[src/three_voice_wavetable_oscillator_core_defines.svh]
// Assertion macros used by the oscillator top level.
`ifndef THREE_VOICE_WAVETABLE_OSCILLATOR_CORE_DEFINES_SVH
`define THREE_VOICE_WAVETABLE_OSCILLATOR_CORE_DEFINES_SVH

// Same-cycle implication, disabled during reset.
`define TWVO_ASSERT_NOW(lbl, ante, cons) \
  lbl: assert property (@(posedge clk) disable iff (!rst_n) (ante) |-> (cons)) \
    else $error("twvo check failed");

// Next-cycle implication, disabled during reset.
`define TWVO_ASSERT_NEXT(lbl, ante, cons) \
  lbl: assert property (@(posedge clk) disable iff (!rst_n) (ante) |=> (cons)) \
    else $error("twvo check failed");

`endif

[src/twvo_pkg.sv]
// Shared constants, types and the period table of the wavetable oscillator.
`default_nettype none
package twvo_pkg;

  localparam int NUM_VOICES  = 3;
  localparam int WAVE_STEPS  = 64;
  localparam int NUM_WAVES   = 4;
  localparam int SAMPLE_BITS = 16;

  localparam int NUM_OCTAVES = 5;
  localparam int NUM_NOTES   = 12;
  localparam int OUT_VOICES  = 3;

  // field widths of the channels
  localparam int ACTION_W = 2;
  localparam int VOICE_W  = 2;
  localparam int NOTE_W   = 4;
  localparam int OCTAVE_W = 3;
  localparam int WNUM_W   = 2;
  localparam int WIDX_W   = 6;
  localparam int WVAL_W   = 16;
  localparam int OUT_W    = 16;
  localparam int WSEL_W   = 2;

  localparam int PERIOD_W   = 16;
  localparam int PHASE_W    = $clog2(WAVE_STEPS);
  localparam int WAVE_SEL_W = (NUM_WAVES > 1) ? $clog2(NUM_WAVES) : 1;
  localparam int ADDR_W     = WAVE_SEL_W + PHASE_W;
  localparam int WAVE_DEPTH = NUM_WAVES * WAVE_STEPS;

  localparam logic [WSEL_W-1:0] WAVE_SEL_RESET = WSEL_W'(2);

  // action codes
  localparam logic [ACTION_W-1:0] ACT_TICK = 2'd0;
  localparam logic [ACTION_W-1:0] ACT_SET  = 2'd1;
  localparam logic [ACTION_W-1:0] ACT_OFF  = 2'd2;
  localparam logic [ACTION_W-1:0] ACT_LOAD = 2'd3;

  // timer reload per octave and semitone
  localparam logic [PERIOD_W-1:0] PERIOD_ROM [NUM_OCTAVES][NUM_NOTES] = '{
    '{16'd8600, 16'd8117, 16'd7662, 16'd7232, 16'd6826, 16'd6443,
      16'd6081, 16'd5740, 16'd5418, 16'd5114, 16'd4827, 16'd4556},
    '{16'd4300, 16'd4059, 16'd3831, 16'd3616, 16'd3413, 16'd3221,
      16'd3041, 16'd2870, 16'd2709, 16'd2557, 16'd2413, 16'd2278},
    '{16'd2150, 16'd2029, 16'd1915, 16'd1808, 16'd1706, 16'd1611,
      16'd1520, 16'd1435, 16'd1354, 16'd1278, 16'd1207, 16'd1139},
    '{16'd1075, 16'd1015, 16'd958,  16'd903,  16'd853,  16'd805,
      16'd760,  16'd717,  16'd677,  16'd639,  16'd603,  16'd569},
    '{16'd538,  16'd507,  16'd479,  16'd452,  16'd427,  16'd403,
      16'd380,  16'd359,  16'd339,  16'd320,  16'd302,  16'd284}
  };

  // one input beat as held in the input register
  typedef struct packed {
    logic [ACTION_W-1:0] action;
    logic [VOICE_W-1:0]  voice;
    logic [NOTE_W-1:0]   note;
    logic [OCTAVE_W-1:0] octave;
    logic [WNUM_W-1:0]   wave_number;
    logic [WIDX_W-1:0]   wave_index;
    logic [WVAL_W-1:0]   wave_sample;
  } item_t;

  // per-voice command from the decode logic
  typedef struct packed {
    logic                tick;
    logic                set;
    logic                off;
    logic [PERIOD_W-1:0] reload;
  } vcmd_t;

endpackage
`default_nettype wire

[src/twvo_wave_ram.sv]
// Waveform sample RAM copy: one write port, one registered read port.
`default_nettype none
module twvo_wave_ram (
  input  wire logic                            clk,
  input  wire logic                            wr_en,
  input  wire logic [twvo_pkg::ADDR_W-1:0]     wr_addr,
  input  wire logic [twvo_pkg::SAMPLE_BITS-1:0] wr_data,
  input  wire logic                            rd_en,
  input  wire logic [twvo_pkg::ADDR_W-1:0]     rd_addr,
  output logic      [twvo_pkg::SAMPLE_BITS-1:0] rd_data
);
  import twvo_pkg::*;

  logic [SAMPLE_BITS-1:0] mem [WAVE_DEPTH];
  logic [SAMPLE_BITS-1:0] rd_data_r;

  // write port
  always_ff @(posedge clk) begin
    if (wr_en) begin
      mem[wr_addr] <= wr_data;
    end
  end

  // read port, data held until the next read
  always_ff @(posedge clk) begin
    if (rd_en) begin
      rd_data_r <= mem[rd_addr];
    end
  end

  assign rd_data = rd_data_r;

endmodule
`default_nettype wire

[config.mk]
export PLATFORM = sky130hd
export DESIGN_NAME = twvo_wave_ram
export DESIGN_NICKNAME = d
export VERILOG_FILES = /design/src/three_voice_wavetable_oscillator_core_defines.svh /design/src/twvo_pkg.sv /design/src/twvo_wave_ram.sv
export SDC_FILE = /design/constraint.sdc
export NUM_CORES = 2
export LEC_CHECK = 0
export BUFFER_PORTS_ARGS = -buffer_cell sky130_fd_sc_hd__buf_2
export CORE_MARGIN = 2
export CORE_UTILIZATION = 38
export DETAILED_ROUTE_END_ITERATION = 7
export GPL_TIMING_DRIVEN = 0
export MAX_ROUTING_LAYER = met4
export PLACE_DENSITY_LB_ADDON = 0.1
export SLEW_MARGIN = 20
export SYNTH_ARGS = -nofsm -noshare
export SYNTH_HDL_FRONTEND = slang
export SYNTH_SLANG_ARGS = --single-unit
[constraint.sdc]
create_clock -name clk -period 2.6 [get_ports clk]
set_input_delay 0.26 -clock clk [delete_from_list [all_inputs] [get_ports clk]]
set_output_delay 0.26 -clock clk [all_outputs]
set_load 0.01 [all_outputs]
==> impl_metrics.json <==
{
  "synth_area_leader_cell": "edfxtp_1",
  "cts_root_buf": "clkbuf_16",
  "crit_top_cell": "buf_4",
  "cp-start-kind": "input pin",
  "drv_slew": 0,
  "nFillCells": 34800,
  "drive_gt1_frac": 0.320,
  "cp_slowest_stage_delay_ns": 0.49,
  "viasPerCell": 5.96,
  "yosysTopAreaCellShare": 0.777,
  "setup_slack_ns": -0.300,
  "dieArea_sq_um": 423000,
  "max_freq_mhz": 345,
  "synthTopCellsByCount": "edfxtp_1, mux4_2, mux2i_1",
  "peakVddDrop_mv": 0.631,
  "cellPowerDensity_nw_per_um2": 766,
  "netlist-cell-type-count": 51,
  "drt.antenna.violating_nets": 0,
  "place_hpwl_um": 383000,
  "track_usage": 0.267,
  "post-route-period-util": 1.12,
  "setup_viol": 78,
  "ys_top_cells_by_area": "edfxtp_1, mux4_2, mux2i_1, o221ai_1, nor2_1",
  "synth_seq_cells": 4112,
  "fin_skew_ns": 0.0687,
  "wl_per_cell_um": 39.8,
  "async_reset_ff_frac": 0,
  "yosys_warnings": 0,
  "die_h_um": 651,
  "clk_pin_slew_worst_paths_ns": 0.06,
  "cp.required_ns": 3.37,
  "drv_cap": 0,
  "finalPower_mw": 145,
  "vias": 83400,
  "antenna_found_initial": 37,
  "fin_crit_ns": 2.90,
  "cp_slowest_cell": "nor4_4",
  "grt_pass1_wl_um": 738000,
  "clk_latency_ns": 1.02,
  "crit_arrival_ns": 3.67,
  "totalWireLength_um": 556000,
  "grt_pass1_vias": 81000,
  "htree_levels": 5,
  "port_buffers": 40,
  "grt-ovfl-total": 0,
  "synth_edf_count": 4112,
  "fin_setup_tns_ns": -4.37,
  "synth_ff_type": "edfxtp_1",
  "area_growth_pct": 18.9,
  "cts.sinks": 4112,
  "status": "complete, but fails checks",
  "grt_max_degree": 108,
  "path_cells": "buf_4, buf_6, buf_6, buf_4, buf_4, mux4_2, a211oi_1, o21ai_1, nand3_2, nor4_4",
  "drc": 0,
  "worstMarginPinSlew_ns": 1.26,
  "synth.most_common_cell": "edfxtp_1",
  "cp-end-kind": "register",
  "drtPass1Iterations": 5,
  "path_delay_family": "buffers and inverters",
  "critPathKind": "input pin to register",
  "leakage_nw": 59.3,
  "cts_tree": "done",
  "synthesis.nets": 7395,
  "final_nets": 8130,
  "slew_headroom": 0.157,
  "std_cell_rows": 237,
  "clock_path_buffers": 4,
  "drtIter0Drc": 11700,
  "cts_buffers": 438,
  "postLayoutCoreUtil": 0.453,
  "syn_avg_cell_area_sq_um": 21.6,
  "gp_congestion": 0.944,
  "ioPinCount": 51,
  "violations": "negative setup slack",
  "path_buf_inv": 5,
  "ys_seq_area_frac": 0.777,
  "hold_class": "input pin to register",
  "rsz0062_at_grt": "true",
  "critical_path_peak_fanout": 10,
  "die_w_um": 651,
  "synthCells": 7360,
  "hold_violations": 0,
  "core_sq_um": 417000,
  "mappedNetlistArea_sq_um": 159000,
  "start_util": 0.381,
  "hold_slack_ns": 0.130
}
[per-layer routing]
layer	part of all wire	routed length, um	track usage	vias up
li1	-	-	-	33000
met1	0.43	236000	0.376	45900
met2	0.45	253000	0.398	3813
met3	0.084	46800	0.0491	734
met4	0.036	20300	0.0778	0
met5	0	0	-	-
[state kept, by name (all words and copies together), names as in the netlist]
name,flops
mem,4096
rd_data,16
[stage by stage]
| stage | instance area (sq um) | instances | setup slack (ns) |
|---|---|---|---|
| CTS | 188000 | 14000 | -0.311 |
| global placement | 166000 | 12900 | -4.47 |
| detailed placement | 171000 | 13100 | -3.68 |
| finish | 189000 | 14000 | -0.300 |
| floorplan | 159000 | 7360 | 0.0911 |
| global route | 189000 | 14000 | -0.198 |
[layout make-up]
cell class	instances	area, sq um	area share
clock buffers	516	11300	0.0600
plain buffers	452	3630	0.0192
multi-input cells	2792	36200	0.192
diodes	19	47.5	0.000252
inverters	4	23.8	0.000126
well taps	5497	6880	0.0364
repair buffers	295	4430	0.0234
clock inverters	298	2830	0.0150
flip-flops and latches	4112	123000	0.654
[path summary, 6_finish.rpt]
kind	start	slack, ns	endpoint	cells after the start
worst max-delay path	rd_addr[1]	-0.30	rd_data[2]	10
worst min-delay path	wr_data[8]	0.13	mem[127][8]	2
worst max register to register	mem[51][13]	-0.21	rd_data[13]	5
worst min register to register	mem[218][13]	1.29	rd_data[13]	6
[layout by cell type (no fill, tap or decap), types with 63 or more instances in the layout]
master,n
clkbuf_1,145
mux2i_1,565
o221ai_1,189
clkinv_1,107
nor2_4,117
clkbuf_2,83
clkbuf_16,442
a21oi_1,160
edfxtp_1,4112
buf_6,138
mux2_2,88
mux4_2,797
clkinv_2,97
buf_8,112
buf_2,85
buf_4,63
nor2_2,144
o22ai_1,136
[kinds of logic after synthesis]
group	count (synthesis)	share of synthesized area
flops	4112	0.777
mux	1450	0.155
compound gates	786	0.0353
simple gates	556	0.0157
buf+inv	456	0.0169
[power breakdown]
group	total, mW	internal (mW)	switching (mW)
sequential	73.2	73.1	0.0488
clock	62.3	35.6	26.7
combinational	9.30	2.89	6.41
[repair_timing]
action / in CTS / in global routing
endpoints found under the hold margin: 1383 / 0
gates resized for setup: 555 / 162
endpoints found under the setup margin: 47 / 276
setup buffers: 8 / 8
pin swaps: 52 / 48
hold buffers: 19 / 0
Power figures use the tool's default switching activity.
