File: src/three_voice_wavetable_oscillator_core_defines.svh
// Assertion macros used by the oscillator top level.
`ifndef THREE_VOICE_WAVETABLE_OSCILLATOR_CORE_DEFINES_SVH
`define THREE_VOICE_WAVETABLE_OSCILLATOR_CORE_DEFINES_SVH

// Same-cycle implication, disabled during reset.
`define TWVO_ASSERT_NOW(lbl, ante, cons) \
  lbl: assert property (@(posedge clk) disable iff (!rst_n) (ante) |-> (cons)) \
    else $error("twvo check failed");

// Next-cycle implication, disabled during reset.
`define TWVO_ASSERT_NEXT(lbl, ante, cons) \
  lbl: assert property (@(posedge clk) disable iff (!rst_n) (ante) |=> (cons)) \
    else $error("twvo check failed");

`endif

File: src/twvo_pkg.sv
// Shared constants, types and the period table of the wavetable oscillator.
`default_nettype none
package twvo_pkg;

  localparam int NUM_VOICES  = 3;
  localparam int WAVE_STEPS  = 64;
  localparam int NUM_WAVES   = 4;
  localparam int SAMPLE_BITS = 16;

  localparam int NUM_OCTAVES = 5;
  localparam int NUM_NOTES   = 12;
  localparam int OUT_VOICES  = 3;

  // field widths of the channels
  localparam int ACTION_W = 2;
  localparam int VOICE_W  = 2;
  localparam int NOTE_W   = 4;
  localparam int OCTAVE_W = 3;
  localparam int WNUM_W   = 2;
  localparam int WIDX_W   = 6;
  localparam int WVAL_W   = 16;
  localparam int OUT_W    = 16;
  localparam int WSEL_W   = 2;

  localparam int PERIOD_W   = 16;
  localparam int PHASE_W    = $clog2(WAVE_STEPS);
  localparam int WAVE_SEL_W = (NUM_WAVES > 1) ? $clog2(NUM_WAVES) : 1;
  localparam int ADDR_W     = WAVE_SEL_W + PHASE_W;
  localparam int WAVE_DEPTH = NUM_WAVES * WAVE_STEPS;

  localparam logic [WSEL_W-1:0] WAVE_SEL_RESET = WSEL_W'(2);

  // action codes
  localparam logic [ACTION_W-1:0] ACT_TICK = 2'd0;
  localparam logic [ACTION_W-1:0] ACT_SET  = 2'd1;
  localparam logic [ACTION_W-1:0] ACT_OFF  = 2'd2;
  localparam logic [ACTION_W-1:0] ACT_LOAD = 2'd3;

  // timer reload per octave and semitone
  localparam logic [PERIOD_W-1:0] PERIOD_ROM [NUM_OCTAVES][NUM_NOTES] = '{
    '{16'd8600, 16'd8117, 16'd7662, 16'd7232, 16'd6826, 16'd6443,
      16'd6081, 16'd5740, 16'd5418, 16'd5114, 16'd4827, 16'd4556},
    '{16'd4300, 16'd4059, 16'd3831, 16'd3616, 16'd3413, 16'd3221,
      16'd3041, 16'd2870, 16'd2709, 16'd2557, 16'd2413, 16'd2278},
    '{16'd2150, 16'd2029, 16'd1915, 16'd1808, 16'd1706, 16'd1611,
      16'd1520, 16'd1435, 16'd1354, 16'd1278, 16'd1207, 16'd1139},
    '{16'd1075, 16'd1015, 16'd958,  16'd903,  16'd853,  16'd805,
      16'd760,  16'd717,  16'd677,  16'd639,  16'd603,  16'd569},
    '{16'd538,  16'd507,  16'd479,  16'd452,  16'd427,  16'd403,
      16'd380,  16'd359,  16'd339,  16'd320,  16'd302,  16'd284}
  };

  // one input beat as held in the input register
  typedef struct packed {
    logic [ACTION_W-1:0] action;
    logic [VOICE_W-1:0]  voice;
    logic [NOTE_W-1:0]   note;
    logic [OCTAVE_W-1:0] octave;
    logic [WNUM_W-1:0]   wave_number;
    logic [WIDX_W-1:0]   wave_index;
    logic [WVAL_W-1:0]   wave_sample;
  } item_t;

  // per-voice command from the decode logic
  typedef struct packed {
    logic                tick;
    logic                set;
    logic                off;
    logic [PERIOD_W-1:0] reload;
  } vcmd_t;

endpackage
`default_nettype wire

File: src/twvo_voice.sv
// One voice: period counter, reload, enable and wavetable phase.
`default_nettype none
module twvo_voice (
  input  wire logic                         clk,
  input  wire logic                         rst_n,
  input  wire logic                         step,
  input  wire twvo_pkg::vcmd_t              cmd,
  input  wire logic [twvo_pkg::WSEL_W-1:0]  wave_sel,
  output logic                              rd_en,
  output logic      [twvo_pkg::ADDR_W-1:0]  rd_addr
);
  import twvo_pkg::*;

  logic [PERIOD_W-1:0] cnt_r, cnt_nxt;
  logic [PERIOD_W-1:0] reload_r, reload_nxt;
  logic                en_r, en_nxt;
  logic [PHASE_W-1:0]  phase_r, phase_nxt;
  logic                wrap;
  logic [PHASE_W-1:0]  phase_inc;

  assign wrap      = (cnt_r >= reload_r);
  assign phase_inc = (phase_r == PHASE_W'(WAVE_STEPS - 1)) ? '0 : phase_r + 1'b1;

  // sample fetch on wrap; selected wave taken modulo the wave count
  assign rd_en   = step && cmd.tick && en_r && wrap;
  assign rd_addr = {wave_sel[WAVE_SEL_W-1:0], phase_r};

  // next state
  always_comb begin
    cnt_nxt    = cnt_r;
    reload_nxt = reload_r;
    en_nxt     = en_r;
    phase_nxt  = phase_r;
    if (step) begin
      if (cmd.tick && en_r) begin
        if (wrap) begin
          cnt_nxt   = '0;
          phase_nxt = phase_inc;
        end else begin
          cnt_nxt = cnt_r + 1'b1;
        end
      end
      if (cmd.set) begin
        reload_nxt = cmd.reload;
        en_nxt     = 1'b1;
      end
      if (cmd.off) begin
        reload_nxt = '0;
        en_nxt     = 1'b0;
      end
    end
  end

  always_ff @(posedge clk) begin
    if (!rst_n) begin
      cnt_r    <= '0;
      reload_r <= '0;
      en_r     <= 1'b0;
      phase_r  <= '0;
    end else begin
      cnt_r    <= cnt_nxt;
      reload_r <= reload_nxt;
      en_r     <= en_nxt;
      phase_r  <= phase_nxt;
    end
  end

endmodule
`default_nettype wire

File: config.mk
export PLATFORM = sky130hd
export DESIGN_NAME = twvo_voice
export DESIGN_NICKNAME = d
export VERILOG_FILES = /design/src/three_voice_wavetable_oscillator_core_defines.svh /design/src/twvo_pkg.sv /design/src/twvo_voice.sv
export SDC_FILE = /design/constraint.sdc
export NUM_CORES = 1
export LEC_CHECK = 0
export ABC_AREA = 1
export BUFFER_PORTS_ARGS = -buffer_cell sky130_fd_sc_hd__buf_2
export CELL_PAD_IN_SITES_DETAIL_PLACEMENT = 0
export CELL_PAD_IN_SITES_GLOBAL_PLACEMENT = 1
export CORE_MARGIN = 1
export CORE_UTILIZATION = 35
export CTS_CLUSTER_SIZE = 16
export DETAILED_ROUTE_END_ITERATION = 12
export PLACE_DENSITY_LB_ADDON = 0.1
export SLEW_MARGIN = 20
export SYNTH_ARGS = -nofsm -noshare
export SYNTH_HDL_FRONTEND = slang
export SYNTH_SLANG_ARGS = --single-unit
File: constraint.sdc
create_clock -name clk -period 1.8 [get_ports clk]
set_input_delay 0.09 -clock clk [delete_from_list [all_inputs] [get_ports clk]]
set_output_delay 0.09 -clock clk [all_outputs]
set_load 0.03 [all_outputs]
==> impl_summary.md, run 1 <==
Run status
The run finished with clean final reports.

Placed design
The half-perimeter wire length of the detailed placement result is 3670 um. Routability-driven placement finished with a final weighted congestion of 0.784. Input and output buffers added on the ports amount to 28.

Global route
The number of antenna violations at the first check in global routing is 0. The most heavily used metal layer in global routing is met2. For this run, global-route usage on met2 was measured as 0.252. Entering global routing, the biggest net connects 18 pins. For this run, global-route usage on met1 was measured as 0.236. The number of global-route vias before repair is about 1.7k. For this run the aggregate overflow at the end of global routing stands at 0. In the global route stage, overall resource usage came out at 0.168.

The first global-routing pass estimated 8140 um of wire. For this run, global-route usage on met3 was measured as 0.0386.

Synth
The portion of synthesized area spent on multiplexers is 0.00468. Summing every instance area after synthesis gives approximately 2100 sq um. The complex-gate fraction of the synthesized area is 0.0988.

The post-synthesis share of cell area spent on and, or, nand and nor gates is 0.292. The largest family of logic cells by synthesized area is simple AND/OR/NAND/NOR gates. The most used flip-flop cell after synthesis is dfxtp_1. Synthesis produced 305 cells. For this run, asynchronously set or reset flops after synthesis account for 0. The post-synthesis share of cell area spent on xor and xnor gates is 0.0286. The number of enable flip-flop cells after synthesis is 0. The post-synth net total is 347.

A synthesized cell averages between 7 and 8 sq um. Synthesis inferred 39 register bits. Synthesis instantiated 26 different standard cells from the library. Of the total synthesized cell area, the portion taken by full adders, half adders and majority gates is 0.105. The part of the Yosys area used for sequential elements is 0.365.

The warning count from the yosys run is 0.

Route
The total iterations of the first detailed-routing run is 4. The overall routed net length is 5060 um. The via count is 1925. The average vias per placed instance is 4.55.

After the first detailed-routing iteration, the DRC count stood at 71. After detailed routing, the number of remaining DRC violations is 0. Dividing the detail-routed wire length by the instance count gives 12.0 um. The residual antenna-violating net count after detailed routing is 0.

Floorplanning
The floorplan has 28 rows. For this configuration, the core starts out at a cell density of 0.362. The die is 80.2 um wide. The number of top-level pins is 33.

The die covers 6430 sq um. The core region is 5920 sq um. The floorplan step set the die height to 80.2 um.

Setup path
STA classifies the critical path endpoint as an output pin. The worst register-to-register path begins at reload_r[4]. Counting cells, the worst reg-to-reg path comes to 16.

In this run the register-to-register setup slack is 80 ps. Of all nets on the critical path, the largest fanout is 2. The worst setup path is of the register to output pin kind.

The startpoint type of the worst setup path is a register. The data required time at the worst endpoint is 1710 ps. The cell occurring most often along the worst timing path is nand2_2. The worst reg2reg path endpoint is phase_r[0].

On the critical path, the stage with the largest delay is an instance of dfxtp_2. Walking the worst path, the cells encountered are inv_1 > ha_1 > nand2_1 > inv_1 > nand2_2 > nor2_1 > nor2_1 > nand2_2 > nand2_2 > nand2_2 > nand2_4 > inv_2 > buf_6. The critical path's largest stage delay is 330 ps. STA puts the critical path data arrival time at between 1500 and 2000 ps.

STA
Across the routed clock network, the largest skew measured is 6.39 ps. For the pin with the worst max-slew slack, the measured transition is 524 ps. The max-slew headroom at the worst pin is 0.650. The worst path in the final design needs a cycle of 1790 ps, including I/O delays and setup.

The achievable clock frequency is between 0.5 and 0.6 GHz. The final count of negative-setup-slack endpoints is 0. The hold violation count in the final report is 0. Of the available clock period, the critical path in the final layout requires 0.996. The final number of max-transition violations is 0.

Setup repair after global routing could not meet its margin everywhere.

Clock tree
TritonCTS built the clock tree. The insertion delay to the later sink of the worst-skew pair is 300 ps. Clock-pin slew was measured on the worst setup and hold paths at 80 ps.

The TritonCTS buffer count is 5. The tree is rooted in a clkbuf_8. Counting every sink on the clock net gives 39. The number of H-tree levels is 2.

The maximum clock insertion buffer count is 2.

Power and ir drop
The final total power is 1690 uW. In this run the static leakage power is 0.00119 uW. IR analysis of the VDD net gives a maximum drop of between 0.0002 and 0.0003 V. The cell area power density is 616 nW/um^2.

Hold path
The startpoint identified for the worst hold timing path is cmd[4]. The worst hold path terminates at reload_r[4]. The instance count along the most critical hold path is 3. The type of the tightest min-delay check is primary input to register.

Finish
In the final design database the tool counted 389 nets. In the final layout, the share of cells above drive strength 1 is 0.316. The core occupancy in the finished layout is 0.464.

From synthesis to final layout, the design area changed by 28.5%. The count of inserted antenna diode cells is 0.

Run
The max-cap violation count is 0.
-- metrics by stage --
| stage | hold WS [ps] | setup WS, ps | TNS [ps] | std cells | instance area (sq um) |
|---|---|---|---|---|---|
| after floorplan | 234 | 136 | 0 | 305 | 2140 |
| after global placement | 180 | 84.9 | 0 | 411 | 2410 |
| after detailed placement | 180 | 81.3 | 0 | 411 | 2410 |
| after CTS | 22.1 | -29.7 | -29.7 | 422 | 2570 |
| after global routing | 34.3 | -111 | -443 | 423 | 2750 |
| final | 23.3 | 7.16 | 0 | 423 | 2750 |
-- what timing repair did --
item                                    in CTS  in global routing
pin swaps                                    7                 12
buffers inserted                             3                  2
endpoints found under the setup margin       1                 22
hold buffers                                 0                  0
gates resized for setup                     14                 46
-- cells in the mapped netlist (2+ instances only) --
cell type | instances | area, sq um
nand3_1 | 12 | 60.1
nor2_4 | 2 | 22.5
nor2_1 | 28 | 105
clkbuf_1 | 3 | 11.3
a21oi_1 | 34 | 170
ha_1 | 18 | 225
nor2_2 | 2 | 12.5
buf_4 | 2 | 15.0
xor2_1 | 7 | 61.3
dfxtp_1 | 39 | 781
o21ai_0 | 4 | 20.0
nand2_2 | 2 | 12.5
o22ai_1 | 2 | 12.5
nand3_2 | 2 | 20.0
nand4_1 | 4 | 25.0
inv_1 | 47 | 176
nand2_1 | 82 | 308
nand3b_1 | 2 | 15.0
buf_2 | 2 | 10.0
nor3_1 | 5 | 25.0
-- cells in the final DEF, fill, tap and decap left out, types with 9 or more instances in the layout --
cell type  instances
a21oi_1           29
buf_2             27
buf_4             11
dfxtp_1           22
dfxtp_2           16
ha_1               9
ha_4               9
inv_1             43
nand2_1           73
nand2_2            9
nand3_1           11
nor2_1            27
-- state kept, by name, summed over array words and instances, names as in the netlist --
signal,flops
cnt_r,16
en_r,1
reload_r,16
phase_r,6
-- logic make-up after synthesis --
| family | count (synthesis) |
|---|---|
| AND/OR/NAND/NOR | 143 |
| buffers and inverters | 56 |
| AO/OA/AOI/OAI | 41 |
| flip-flops | 39 |
| adder cells (fa/ha/maj) | 18 |
| XOR/XNOR | 7 |
| multiplexers | 1 |
-- per-layer routing --
layer	share of wire	wire, um
met1	0.53	2660
met2	0.44	2210
met3	0.028	142
met4	0.0081	41
met5	0	0
-- cell type report --
type | count | area [sq um]
Clock buffer | 7 | 76.3
Inverter | 48 | 180
Tap cell | 75 | 93.8
Sequential cell | 39 | 805
Clock inverter | 1 | 5.00
Timing Repair Buffer | 43 | 274
Multi-Input combinational cell | 210 | 1320
Fill cell | 627 | 3170
-- power breakdown --
part	switching, uW	leakage [uW]	internal [uW]
clock	320	0.0000422	272
combinational	123	0.000824	91.5
sequential	9.72	0.000324	878
-- how the worst max path moves through the flow --
stage	startpoint	depth (start not counted)	endpoint
6_report	reload_r[4]	13	rd_en
5_1_grt	reload_r[4]	13	rd_en
4_1_cts	reload_r[7]	13	rd_en
3_3_place_gp	cnt_r[7]	12	phase_r[5]
2_1_floorplan	reload_r[7]	14	phase_r[1]
3_5_place_dp	reload_r[7]	15	phase_r[0]
-- critical path, delay by kind of cell (launching register included) --
| kind | cells | cell delay, ps |
|---|---|---|
| adder cells (fa/ha/maj) | 1 | 260 |
| flip-flops | 1 | 330 |
| AND/OR/NAND/NOR | 8 | 550 |
| buffers and inverters | 4 | 260 |
Power figures use the tool's default switching activity.
==> inputs of run 2 (changes only) <==
--- a/config.mk
+++ b/config.mk
@@ -7,7 +7,7 @@
 export LEC_CHECK = 0
 export ABC_AREA = 1
 export BUFFER_PORTS_ARGS = -buffer_cell sky130_fd_sc_hd__buf_2
-export CELL_PAD_IN_SITES_DETAIL_PLACEMENT = 0
+export CELL_PAD_IN_SITES_DETAIL_PLACEMENT = 1
 export CELL_PAD_IN_SITES_GLOBAL_PLACEMENT = 1
 export CORE_MARGIN = 1
 export CORE_UTILIZATION = 35
==> run 2 against run 1 <==
Against the previous run:
- clock skew barely moved
- the run now ends with setup timing left
- critical path type unchanged
- cell count shrank 0.47%
- first-iteration DRC count decreased by 32%
- highest routed layer unchanged
- die area did not move
- count of clock-buffer cells in the layout decreased by 1
- utilization fell by 0.70 points
- worst setup slack got worse by 43 ps
- critical path depth unchanged
==> impl_summary.md, run 2 (synthesized netlist as in run 1, its figures left out) <==
Clock tree
The clock-pin transition on the worst setup and hold timing paths was 80 ps (about the same). The cell at the root of the clock tree is clkbuf_8 (unchanged). The insertion delay to the later sink of the worst-skew pair is 300 ps (about the same).

The count of clock tree sinks is 39 (unchanged). The post-cts hold buffer count is 0 (unchanged). The number of H-tree levels is 2 (unchanged). The TritonCTS buffer count is 5 (unchanged). The maximum clock insertion buffer count came to 2 (unchanged). The clock tree from TritonCTS is done (unchanged).

Power and ir drop
The worst ir drop on vdd is 0.000476 V (was 0.000254 V). The reported leakage power came to 0.00119 uW (about the same). The clock network fraction of design power is 0.419 (was 0.349).

The cell area power density is 690 nW/um^2 (was 616 nW/um^2). The internal power of the cells is 1410 uW (was 1240 uW). The share of power burned in registers came to 0.476 (was 0.524). The net switching power of the design is 463 uW (was 453 uW).

The net switching fraction of the power is 0.248 (was 0.267). The final total power is 1870 uW (was 1690 uW). The power share of the combinational group came to 0.105 (was 0.127).

STA
The achievable clock frequency came to 0.545 GHz (was 0.558 GHz). Unrepaired setup endpoints after global routing: true (unchanged). The final number of max-transition violations is 0 (unchanged). The post-route worst setup slack is -35.9 ps (was 7.16 ps). The fraction of the cycle the final worst path needs is 1.02 (was 0.996). The max-slew headroom at the worst pin is 0.661 (was 0.650).

The hold violation count in the final report is 0 (unchanged). The final count of negative-setup-slack endpoints was 1 (was 0). The final critical delay including setup and external delays came to 1840 ps (was 1790 ps). The final setup skew is 6.09 ps (was 6.39 ps).

The pin slew with the least headroom to its limit is 508 ps (was 524 ps).

Finish
The area taken by flip-flops and latches is 793 sq um (was 805 sq um). The filler cell count came to 790 (was 627). The proportion of layout cells with a drive suffix above 1 was 0.289 (was 0.316). The most common cell after layout, fill and taps aside was nand2_1 (unchanged). The multi-input gate area in the final layout is 1260 sq um (was 1320 sq um). The number of nets in the layout was 387 (was 389).

The growth of design area from synthesis to finish is 26.5% (was 28.5%). The core occupancy in the finished layout is 0.458 (was 0.464). Largest registers: cnt_r x16, reload_r x16, phase_r x6 (unchanged). Commonest cells after routing, fill and taps aside: nand2_1 (72), inv_1 (42), dfxtp_1 (29), a21oi_1 (28), buf_2 (27) (was nand2_1 (73), inv_1 (43), a21oi_1 (29), nor2_1 (27), buf_2 (27)). The count of inserted antenna diode cells is 0 (unchanged).

Floorplanning
The die area is 6430 sq um (unchanged). The initial core utilization is 0.362 (unchanged). The number of top-level pins was 33 (unchanged). The vertical die dimension came to 80.2 um (unchanged). The number of standard-cell rows in the floorplan was 28 (unchanged).

The horizontal die dimension was 80.2 um (unchanged). The area of the core region is 5920 sq um (unchanged).

Global route
The total global routing overflow is 0 (unchanged). The overall routing resource usage is 0.185 (was 0.168). The number of antenna violations at the first check in global routing came to 0 (unchanged). The pin count of the biggest net entering global routing is 18 (unchanged). The first-pass GRT wire length is 8940 um (was 8140 um).

The number of global-route vias before repair was 1902 (was 1741).

Route
The number of DRC markers in iteration 0 is 48 (was 71). The overall routed net length is 5420 um (was 5060 um). The residual antenna-violating net count after detailed routing is 0 (unchanged). The average routed wire per standard cell is 12.9 um (was 12.0 um). The total iterations of the first detailed-routing run is 4 (unchanged). The average vias per placed instance is 4.65 (was 4.55). The number of remaining DRC errors is 0 (unchanged).

The via count is 1959 (was 1925).

Setup path
The critical path class is register to output pin (unchanged). The count of cells along the worst register-to-register path is 16 (unchanged). The type of element capturing the critical path is an output pin (unchanged).

The worst setup path startpoint is reload_r[7] (was reload_r[4]). The startpoint type of the worst setup path is a register (unchanged). The cell at the slowest stage of the critical path is dfxtp_2 (unchanged). The critical path capture point is rd_en (unchanged). The arrival time at the worst endpoint is 1750 ps (was 1700 ps).

The slack of the worst reg-to-reg path came to 30 ps (was 80 ps). The critical path's largest stage delay came to 340 ps (was 330 ps). The worst reg2reg path endpoint is phase_r[0] (unchanged).

The startpoint of the most critical register-to-register path is reload_r[7] (was reload_r[4]). The top fanout value on the critical path is 2 (unchanged). The cell occurring most often along the worst timing path was nand2_2 (unchanged). The data required time at the worst endpoint was 1710 ps (about the same). CP Cell Sequence: inv_2 > ha_4 > nand2_2 > inv_2 > nand2_2 > nor2_2 > nor2_1 > nand2_1 > nand2_1 > nand2_2 > nand2_4 > inv_4 > buf_6 (was inv_1 > ha_1 > nand2_1 > inv_1 > nand2_2 > nor2_1 > nor2_1 > nand2_2 > nand2_2 > nand2_2 > nand2_4 > inv_2 > buf_6).

Run status
The final reports fail on setup timing. Run status: finished with violations (was finished clean).

Placed design
The number of port buffers is 28 (unchanged). The global placement routability congestion is 0.784 (unchanged). The half-perimeter wire length of the detailed placement result is 4050 um (was 3670 um).

Hold path
The type of the tightest min-delay check is primary input to register (unchanged).

Run
The max-cap violation count is 0 (unchanged).
## run 2: cell count changes in the layout (fill, tap and decap cells not counted), moves of 5 or more
cell / change
dfxtp_2: -6
dfxtp_1: +7
ha_4: -5
ha_1: +5
## run 2: worst min-delay path by stage
stage	cells after the start	start	endpoint
floorplan	2	cmd[10]	reload_r[10]
global placement	0	wave_sel[0]	rd_addr[6]
detailed placement	0	wave_sel[0]	rd_addr[6]
CTS	3	cmd[4]	reload_r[4]
global route	3	cmd[4]	reload_r[4]
finish	3	cmd[7]	reload_r[7]
## run 2: layer usage
layer,track usage,part of all wire,up-vias
met5,0,0,-
met3,0.0420,0.024,5
met4,0.0554,0.012,0
li1,-,-,1038
met2,0.291,0.45,19
met1,0.251,0.51,897
## run 2: power by group through the flow
| stage | combinational (uW) | clock (uW) | sequential [uW] |
|---|---|---|---|
| global placement | 173 | 0 | 907 |
| floorplan | 111 | 0 | 909 |
| CTS | 197 | 808 | 889 |
| finish | 197 | 782 | 889 |
| global route | 222 | 842 | 891 |
| detailed placement | 176 | 0 | 908 |
## run 2: critical path: cells and delay by family, from the launching register on
| kind | cells | cell delay (ps) |
|---|---|---|
| AND/OR/NAND/NOR | 8 | 570 |
| adder cells (fa/ha/maj) | 1 | 270 |
| flip-flops | 1 | 340 |
| buffers and inverters | 4 | 270 |
## run 2: through the flow
stage | setup WS, ps | setup TNS (ps) | instance area [sq um] | hold slack [ps] | cells
floorplan | 136 | 0 | 2140 | 234 | 305
global placement | 84.9 | 0 | 2410 | 180 | 411
detailed placement | 41.3 | 0 | 2410 | 180 | 411
CTS | -48.6 | -48.6 | 2620 | 15.8 | 422
global route | -138 | -723 | 2710 | 31.0 | 421
finish | -35.9 | -35.9 | 2710 | 23.0 | 421
## run 2: area by class of cell
class / instances / area share
Clock buffer: 6 / 0.0305
Clock inverter: 2 / 0.0129
Inverter: 48 / 0.0674
Multi-Input combinational cell: 210 / 0.466
Sequential cell: 39 / 0.293
Tap cell: 75 / 0.0346
Timing Repair Buffer: 41 / 0.0956
## run 2: what timing repair did
item	in CTS	in global routing
resized for setup	20	34
setup endpoints to repair	8	22
pin swaps	4	10
buffers inserted	3	1
